`src/rtl/shared_buffer_admission_core_assert.svh`:
```
// ----------------------------------------------------------------------------
// Assertion macros for the shared buffer admission core
// Implication checks on the rising clock edge, disabled while reset is high.
// ----------------------------------------------------------------------------
`ifndef SHARED_BUFFER_ADMISSION_CORE_ASSERT_SVH
`define SHARED_BUFFER_ADMISSION_CORE_ASSERT_SVH
`ifndef SYNTH
`define SBA_ASSERT_IMPLY(label, clk, rst, ante, cons) \
   label: assert property (@(posedge clk) disable iff (rst) (ante) |-> (cons)) \
      else $error("sba: same-cycle check failed");
`define SBA_ASSERT_NEXT(label, clk, rst, ante, cons) \
   label: assert property (@(posedge clk) disable iff (rst) (ante) |=> (cons)) \
      else $error("sba: next-cycle check failed");
`else
`define SBA_ASSERT_IMPLY(label, clk, rst, ante, cons)
`define SBA_ASSERT_NEXT(label, clk, rst, ante, cons)
`endif
`endif

```
`src/rtl/sba_fifo.sv`:
```
// ----------------------------------------------------------------------------
// Two-entry queue
// Decouples a producer and a consumer; full and empty come from registers.
// ----------------------------------------------------------------------------
module sba_fifo #(
   parameter int WIDTH = 8
) (
   input  logic             clock,
   input  logic             reset,
   input  logic             push,
   input  logic [WIDTH-1:0] push_data,
   output logic             full,
   input  logic             pop,
   output logic [WIDTH-1:0] pop_data,
   output logic             empty
);

   logic [WIDTH-1:0] slot_ff [2];
   logic             wr_ptr_ff, wr_ptr_in;
   logic             rd_ptr_ff, rd_ptr_in;
   logic [1:0]       count_ff, count_in;
   logic             do_push, do_pop;

   always_comb begin
      full      = (count_ff == 2'd2);
      empty     = (count_ff == 2'd0);
      do_push   = push & ~full;
      do_pop    = pop & ~empty;
      wr_ptr_in = wr_ptr_ff ^ do_push;
      rd_ptr_in = rd_ptr_ff ^ do_pop;
      count_in  = count_ff + {1'b0, do_push} - {1'b0, do_pop};
      pop_data  = slot_ff[rd_ptr_ff];
   end

   always_ff @(posedge clock) begin
      if (reset) begin
         wr_ptr_ff <= 1'b0;
         rd_ptr_ff <= 1'b0;
         count_ff  <= 2'd0;
      end else begin
         wr_ptr_ff <= wr_ptr_in;
         rd_ptr_ff <= rd_ptr_in;
         count_ff  <= count_in;
      end
   end

   always_ff @(posedge clock) begin
      if (do_push) begin
         slot_ff[wr_ptr_ff] <= push_data;
      end
   end

endmodule

```
`config.mk`:
```
export PLATFORM = sky130hd
export DESIGN_NAME = sba_fifo
export DESIGN_NICKNAME = d
export VERILOG_FILES = /design/src/rtl/shared_buffer_admission_core_assert.svh /design/src/rtl/sba_fifo.sv
export SDC_FILE = /design/constraint.sdc
export NUM_CORES = 1
export LEC_CHECK = 0
export BUFFER_PORTS_ARGS = -buffer_cell sky130_fd_sc_hd__buf_4
export CAP_MARGIN = 0
export CELL_PAD_IN_SITES_DETAIL_PLACEMENT = 0
export CELL_PAD_IN_SITES_GLOBAL_PLACEMENT = 1
export CORE_MARGIN = 2
export CORE_UTILIZATION = 36
export DETAILED_ROUTE_END_ITERATION = 6
export PLACE_DENSITY = 0.72
export SYNTH_ARGS = -nofsm -noshare
export SYNTH_HDL_FRONTEND = slang
export SYNTH_SLANG_ARGS = --single-unit
```
`constraint.sdc`:
```
create_clock -name clock -period 1.3 [get_ports clock]
set_input_delay 0.325 -clock clock [delete_from_list [all_inputs] [get_ports clock]]
set_output_delay 0.325 -clock clock [all_outputs]
set_load 0.03 [all_outputs]
```
Word level (Yosys, flattened, before mapping)
Memories as Yosys holds them, arrays and structs flattened. A register that Yosys moved wholly into a read port is not among the register bits. Index checks and enable logic that the tools add are counted.

Memories kept: 1. Logic and storage cells: 17. Register bits: 4. Bits of input ports: 12. RAM bits: 16. Output and inout bits: 10.

Memory list: slot_ff (words 2, bits a word 8, rd ports 1, clocked after memory_dff 1, write ports 1, RTL line sba_fifo.sv:18) `logic [WIDTH-1:0] slot_ff [2];`.

Muxes and demuxes: 3. Bitwise operators: 6. Equal/unequal tests: 1. $add $sub $neg: 2. Reductions and logical operators: 1.

Operators with widths (number): $mux 1 (3); $add 2x1->2 (1); $and 1x1->1 (2); $eq 2x2->1 const B (1); $logic_not 2->1 (1); $not 1->1 (2); $sub 2x1->2 (1); $xor 1x1->1 (2).

Longest topological paths before layout
Gate-level depths: netlist of run 1.

Depth after elaboration: 5. Gate-level depth with buffers: 7. Mapped depth without buffers: 7.

Worst setup path before layout of run 1
OpenSTA, ideal clock, no wires.

Path kind: reg-to-reg. From: register count_ff[1]. To: register count_ff[1]. Arrival time: 1.306 ns. Cell stages (with the launch flop): 8. Slack: -0.070 ns. Path buffers: 0. Period minus slack after synthesis: 1.370 ns. Library setup time: 0.064 ns. Required time: 1.236 ns. Cells stage by stage: dfxtp_1 or2b_1 nand2_1 ha_1 inv_1 ha_1 xnor3_1 nor2_1.

Cells in the longest elaborated chain, start to end: 5. Elaborated cells between the ends (all ways): 8. Classes of those cells: add/sub (2); eq/ne (1); bitwise (4); reduce/logical (1).

Ends and longest elaborated chain: start: declaration (RTL line sba_fifo.sv:21) `logic [1:0] count_ff, count_in;`; start signal: assignment (RTL line sba_fifo.sv:43) `count_ff <= count_in;`; $eq 2x2->1 (RTL line sba_fifo.sv:25) `full = (count_ff == 2'd2);`; $not 1->1 (RTL line sba_fifo.sv:27) `do_push = push & ~full;`; $and 1x1->1 (RTL line sba_fifo.sv:27); $add 2x1->2 (RTL line sba_fifo.sv:31) `count_in = count_ff + {1'b0, do_push} - {1'b0, do_pop};`; $sub 2x1->2 * (RTL line sba_fifo.sv:31).

Mark *: on every way between the ends. The rest lies on a longest branch, timed or not. A chain may end at the register's enable or synchronous reset.

==> results of run 1 <==
==> flip-flops by register name (all words and copies together) (netlist names) <==
register   count
slot_ff       16
wr_ptr_ff      1
rd_ptr_ff      1
count_ff       2
==> what timing repair did <==
action | CTS | global route
setup endpoints to repair | 27 | 28
buffers inserted | 3 | 0
pin swaps | 0 | 3
resized for setup | 27 | 6
==> metal layers <==
metal  track usage  share of wire
met1         0.141           0.40
met3        0.0322          0.052
met2         0.199           0.53
met5             0              0
met4        0.0395          0.016
==> area by class of cell <==
cell class              count  area, um2  share of cell area
multi-input cells          24        292               0.245
clock buffers               4       26.3              0.0221
well taps                  28       35.0              0.0294
flip-flops and latches     20        567               0.476
repair buffers             27        260               0.218
inverters                   3       11.3             0.00945
==> per-stage QoR <==
step / setup TNS (ns) / hold WS [ns]
finish: -2.38 / 0.208
global route: -3.09 / 0.184
CTS: -2.45 / 0.204
detailed placement: -2.99 / 0.513
global placement: -2.96 / 0.511
floorplan: -0.0730 / 0.390
==> report_power, final <==
group	switching [uW]	total, uW	internal, uW
Sequential	66.4	897	830
Clock	175	294	119
Combinational	491	1100	608
==> cell families after synthesis <==
family	synth area share
simple gates	0.0561
buf+inv	0.0202
compound gates	0.00935
fa+ha+maj	0.0623
mux	0.126
flops	0.698
xor+xnor	0.0280
==> worst max-delay path: stages (launching register included) <==
cell and delay (ns):
dfxtp_4 0.38, buf_6 0.12, mux2_4 0.30, buf_6 0.14
==> cell usage after synthesis <==
cell,instances
nor2b_1,2
edfxtp_1,16
xnor3_1,1
or2b_1,1
o21a_1,1
buf_2,1
nor2_1,4
dfxtp_1,4
ha_1,4
mux2_2,9
inv_1,3
and2_1,1
nand2_1,1
==> worst max path at each step <==
stage	slack (ns)	cells after the start	to	start
2_1_floorplan	-0.05	7	count_ff[1]	count_ff[1]
3_3_place_gp	-0.13	2	pop_data[6]	rd_ptr_ff
3_5_place_dp	-0.14	7	count_ff[1]	count_ff[1]
4_1_cts	-0.26	3	pop_data[6]	rd_ptr_ff
5_1_grt	-0.31	3	pop_data[3]	rd_ptr_ff
6_report	-0.26	3	pop_data[7]	rd_ptr_ff
==> impl_metrics.env, run 1 <==
export IMPL_cap_viol_max_count=0
export IMPL_finish_utilization=0.549
export IMPL_routed_via_density=4.47
export IMPL_n_antenna_cell=0
export IMPL_start_util=0.370
export IMPL_insertion_delay_ns=0.29
export IMPL_p_per_area_nw_per_um2=1920
export IMPL_r2r_setup_slack_ns=-0.16
export IMPL_violations="negative setup slack"
export IMPL_final_common_cell="edfxtp_1"
export IMPL_crit_fanout=4
export IMPL_synth_nets=64
export IMPL_path_clk_slew_ns=0.10
export IMPL_status="finished with violations"
export IMPL_setup_viol=11
export IMPL_drive_gt1_frac=0.603
export IMPL_vias=474
export IMPL_dp_slack_ns=-0.138
export IMPL_rsz0062_at_grt="true"
export IMPL_stdcell_count=106
export IMPL_slew_violations=0
export IMPL_crit_path_end_kind="output port"
export IMPL_netlist_cell_type_count=13
export IMPL_finalNetCount=95
export IMPL_grt_use_total=0.116
export IMPL_clock_sinks=20
export IMPL_yosysTopAreaCellShare=0.598
export IMPL_drt_iter0_markers=13
export IMPL_die_w_um=51.2
export IMPL_ir_worst_vdd_v=0.00116
export IMPL_hold_path_startpoint="reset"
export IMPL_power_total_uw=2290
export IMPL_wire_per_inst_um=12.6
export IMPL_worstPathRequired_ns=0.98
export IMPL_setup_ws_ns=-0.255
export IMPL_fin_worst_skew_ns=0.00292
export IMPL_gp_congestion=0.633
export IMPL_synth_seq_area_share=0.698
export IMPL_synth_area_top_cells="edfxtp_1 (60%), mux2_2 (13%), dfxtp_1 (10%)"
export IMPL_final_antenna_net_count=0
export IMPL_hp_class="input pin to register"
export IMPL_final_hold_viol_count=0
export IMPL_place_area_um2=1010
export IMPL_cts_tree="yes"
export IMPL_cts_buffers=3
export IMPL_io_pins=22
export IMPL_worstSetupStartpointType="register"
export IMPL_area_growth_pct=48.3
export IMPL_drt_wl_total_um=1340
export IMPL_fmax_mhz=643
export IMPL_synth_cells=48
export IMPL_worstSetupPathType="register to output port"
export IMPL_fillers=185
export IMPL_ys_seq_elements=20
export IMPL_worst_ep_arrival_time_ns=1.23
export IMPL_drc=0
export IMPL_r2r_cells=7
export IMPL_dieArea_um2=2630
export IMPL_grt_max_degree=12
export IMPL_first_global_vias=494
export IMPL_core_area_um2=2170
export IMPL_dieHeight_um=51.2
export IMPL_grt_overflow_total=0
export IMPL_hold_buffers=0
export IMPL_yosys_area_top_type="edfxtp_1"
export IMPL_ctsHtreeMaxLevel=1
export IMPL_synth_warnings=0
export IMPL_worst_pin_slew_ns=0.141
export IMPL_p_leak_uw=0.000497
export IMPL_grt_antenna_before_repair=0
export IMPL_final_area_um2=1190
export IMPL_root_buffer="clkbuf_4"
export IMPL_hold_depth=2
export IMPL_io_buffer_count=21
export IMPL_hold_end="count_ff[1]"
export IMPL_reg2reg_from="count_ff[1]"
export IMPL_clockBufferDepth=2
export IMPL_drt_first_pass_iters=3
export IMPL_grt_pass1_wl_um=2200
export IMPL_rr_endpoint="count_ff[1]"
export IMPL_synth_area_um2=803
export IMPL_avgSynthCellArea_um2=16.7
export IMPL_rows=17
export IMPL_slew_headroom=0.906
export IMPL_layout_common_cells="edfxtp_1 (16), buf_4 (14), buf_6 (12), mux2_4 (8)"
export IMPL_finalCritPeriodShare=1.20
export IMPL_placed_cells=99
export IMPL_min_period_ns=1.56
Note: power is estimated with default switching activity, not from simulation.
==> run 2, diff against run 1 <==
ABC_AREA = 1   (was default)
CTS_CLUSTER_SIZE = 16   (was default)
PLACE_DENSITY = 0.73   (was 0.72)
==> run 2 against run 1 <==
  * The run still ends with negative setup slack left
  * Sequential power grew 3.9%
  * Wire length grew 11%
  * Final cell count grew 14%
  * Core utilization grew 2.6 points
  * Clock-buffer cell count shrank 1
  * Via count grew 14%
  * Global-route usage grew 0.77 points
  * Fmax grew 0.32%
  * Critical path type unchanged
  * Critical endpoint is now pop_data[0]
  * Highest routed layer is now met3
==> impl_metrics.env, run 2 <==
export IMPL_status="finished with violations"
export IMPL_violations="negative setup slack"
export IMPL_top_regs="slot_ff x16, count_ff x2"
export IMPL_drc=0
export IMPL_yosys_most_used_dff="edfxtp_1"
export IMPL_avgSynthCellArea_um2=14.2
export IMPL_largest_reg_flops=16
export IMPL_n_antenna_cell=0
export IMPL_cap_viol_max_count=0
export IMPL_hpwl_um=1080
export IMPL_finalCritPeriodShare=1.19
export IMPL_crit_path_end_kind="output port"
export IMPL_drt_iter0_markers=1
export IMPL_synth_common_cells="edfxtp_1 (16), inv_1 (10), mux2_4 (8)"
export IMPL_worst_pin_slew_ns=0.137
export IMPL_die_w_um=52.7
export IMPL_area_growth_pct=50.4
export IMPL_hold_end="count_ff[0]"
export IMPL_drt_wl_total_um=1490
export IMPL_path_clk_slew_ns=0.11
export IMPL_synth_nets=76
export IMPL_synth_warnings=0
export IMPL_setup_ws_ns=-0.250
export IMPL_grt_pass1_wl_um=2340
export IMPL_dieArea_um2=2780
export IMPL_wl_met1_um=552
export IMPL_yosys_area_top_type="edfxtp_1"
export IMPL_regMostFlops="slot_ff"
export IMPL_hp_class="input pin to register"
export IMPL_synth_seq_area_share=0.657
export IMPL_slew_violations=0
export IMPL_cts_buffers=3
export IMPL_grt_antenna_before_repair=0
export IMPL_slew_headroom=0.909
export IMPL_layout_common_cells="edfxtp_1 (16), buf_4 (15), buf_6 (15), mux2_4 (8), inv_1 (6)"
export IMPL_core_area_um2=2230
export IMPL_yosysMostFrequentCell="edfxtp_1"
export IMPL_fillers=184
export IMPL_route_met2_wl_um=893
export IMPL_fmax_mhz=645
export IMPL_fin_worst_skew_ns=0.00212
export IMPL_wire_per_inst_um=12.3
export IMPL_start_util=0.382
export IMPL_io_pins=22
export IMPL_clock_sinks=20
export IMPL_final_common_cell="edfxtp_1"
export IMPL_grt_overflow_total=0
export IMPL_rsz0062_at_grt="true"
export IMPL_root_buffer="clkbuf_4"
export IMPL_crit_fanout=5
export IMPL_vias=538
export IMPL_topRoutingLayerUsed="met3"
export IMPL_reg2reg_from="count_ff[1]"
export IMPL_worstPathRequired_ns=0.98
export IMPL_gp_congestion=0.745
export IMPL_p_leak_uw=0.000544
export IMPL_p_per_area_nw_per_um2=2270
export IMPL_netlist_cell_type_count=12
export IMPL_io_buffer_count=21
export IMPL_setup_viol=11
export IMPL_hold_path_startpoint="reset"
export IMPL_insertion_delay_ns=0.30
export IMPL_ctsHtreeMaxLevel=1
export IMPL_grt_max_degree=13
export IMPL_hold_depth=2
export IMPL_dp_slack_ns=-0.192
export IMPL_rows=17
export IMPL_synth_area_top_cells="edfxtp_1 (56%), mux2_4 (14%), dfxtp_1 (9.4%)"
export IMPL_cts_tree="yes"
export IMPL_synth_edff_count=16
export IMPL_clockBufferDepth=2
export IMPL_synth_area_um2=853
export IMPL_r2r_setup_slack_ns=-0.11
export IMPL_grt_use_total=0.124
export IMPL_final_setup_tns_ns=-2.26
export IMPL_r2r_cells=10
export IMPL_ir_worst_vdd_v=0.00174
export IMPL_finalNetCount=110
export IMPL_first_global_vias=524
export IMPL_worst_ep_arrival_time_ns=1.23
export IMPL_routed_via_density=4.45
export IMPL_final_antenna_net_count=0
export IMPL_ys_seq_elements=20
export IMPL_wl_met3_um=48
export IMPL_yosysTopAreaCellShare=0.563
export IMPL_min_period_ns=1.55
export IMPL_worstSetupStartpointType="register"
export IMPL_worstSetupPathType="register to output port"
export IMPL_async_reset_ff_frac=0
export IMPL_drt_first_pass_iters=3
export IMPL_drive_gt1_frac=0.634
export IMPL_rr_endpoint="count_ff[1]"
export IMPL_dieHeight_um=52.7
export IMPL_final_hold_viol_count=0
export IMPL_synth_cells=60
## run 2: cell families after synthesis
kind of cell | count (synthesis) | share of synthesized area
adders and majority gates | 4 | 0.0587
DFF | 20 | 0.657
buffers and inverters | 11 | 0.0572
muxes | 8 | 0.141
AOI/OAI and AO/OA | 2 | 0.0117
and+or+nand+nor | 15 | 0.0748
## run 2: worst max-delay path, stage by stage, from the launching register on
cell,delay (ns)
dfxtp_2,0.36
buf_6,0.13
mux2_4,0.30
buf_6,0.14
## run 2: layer usage
layer	vias up	global-route usage
met4	0	0.0641
li1	266	-
met1	260	0.124
met3	0	0.0343
met2	12	0.229
met5	-	0
## run 2: metrics by stage
step	cells	cell area, um2	util	power, uW	hold WS, ns
floorplan	60	860	-	1630	0.389
global placement	114	1090	0.486	1990	0.496
detailed placement	114	1090	0.486	2030	0.501
CTS	120	1240	0.554	2760	0.168
global route	121	1280	0.575	3090	0.168
finish	121	1280	0.575	2910	0.172
## run 2: final cells by class
class,instances,area (um2),share of cell area
flip-flops and latches,20,567,0.442
clock buffers,3,22.5,0.0175
inverters,10,40.0,0.0312
clock inverters,1,30.0,0.0234
well taps,28,35.0,0.0273
multi-input cells,29,308,0.240
repair buffers,30,282,0.219
## run 2: worst max path at each step
stage / startpoint / end / slack (ns) / cells after the start
global placement: push / slot_ff[1][6] / -0.12 / 5
floorplan: count_ff[0] / count_ff[1] / -0.16 / 9
finish: rd_ptr_ff / pop_data[0] / -0.25 / 3
global route: rd_ptr_ff / pop_data[0] / -0.30 / 3
CTS: rd_ptr_ff / pop_data[4] / -0.26 / 3
detailed placement: count_ff[1] / count_ff[1] / -0.19 / 10
## run 2: power by group
part	internal (uW)	total, uW	switching, uW
combinational	762	1470	709
sequential	856	932	76.6
clock	312	508	196
total	1930	2910	981
## run 2: timing repair
item,in CTS,in global routing
resized for setup,22,13
hold buffers,0,0
endpoints found under the hold margin,0,0
setup endpoints to repair,28,28
pin swaps,2,4
cloned,0,0
setup buffers,2,2
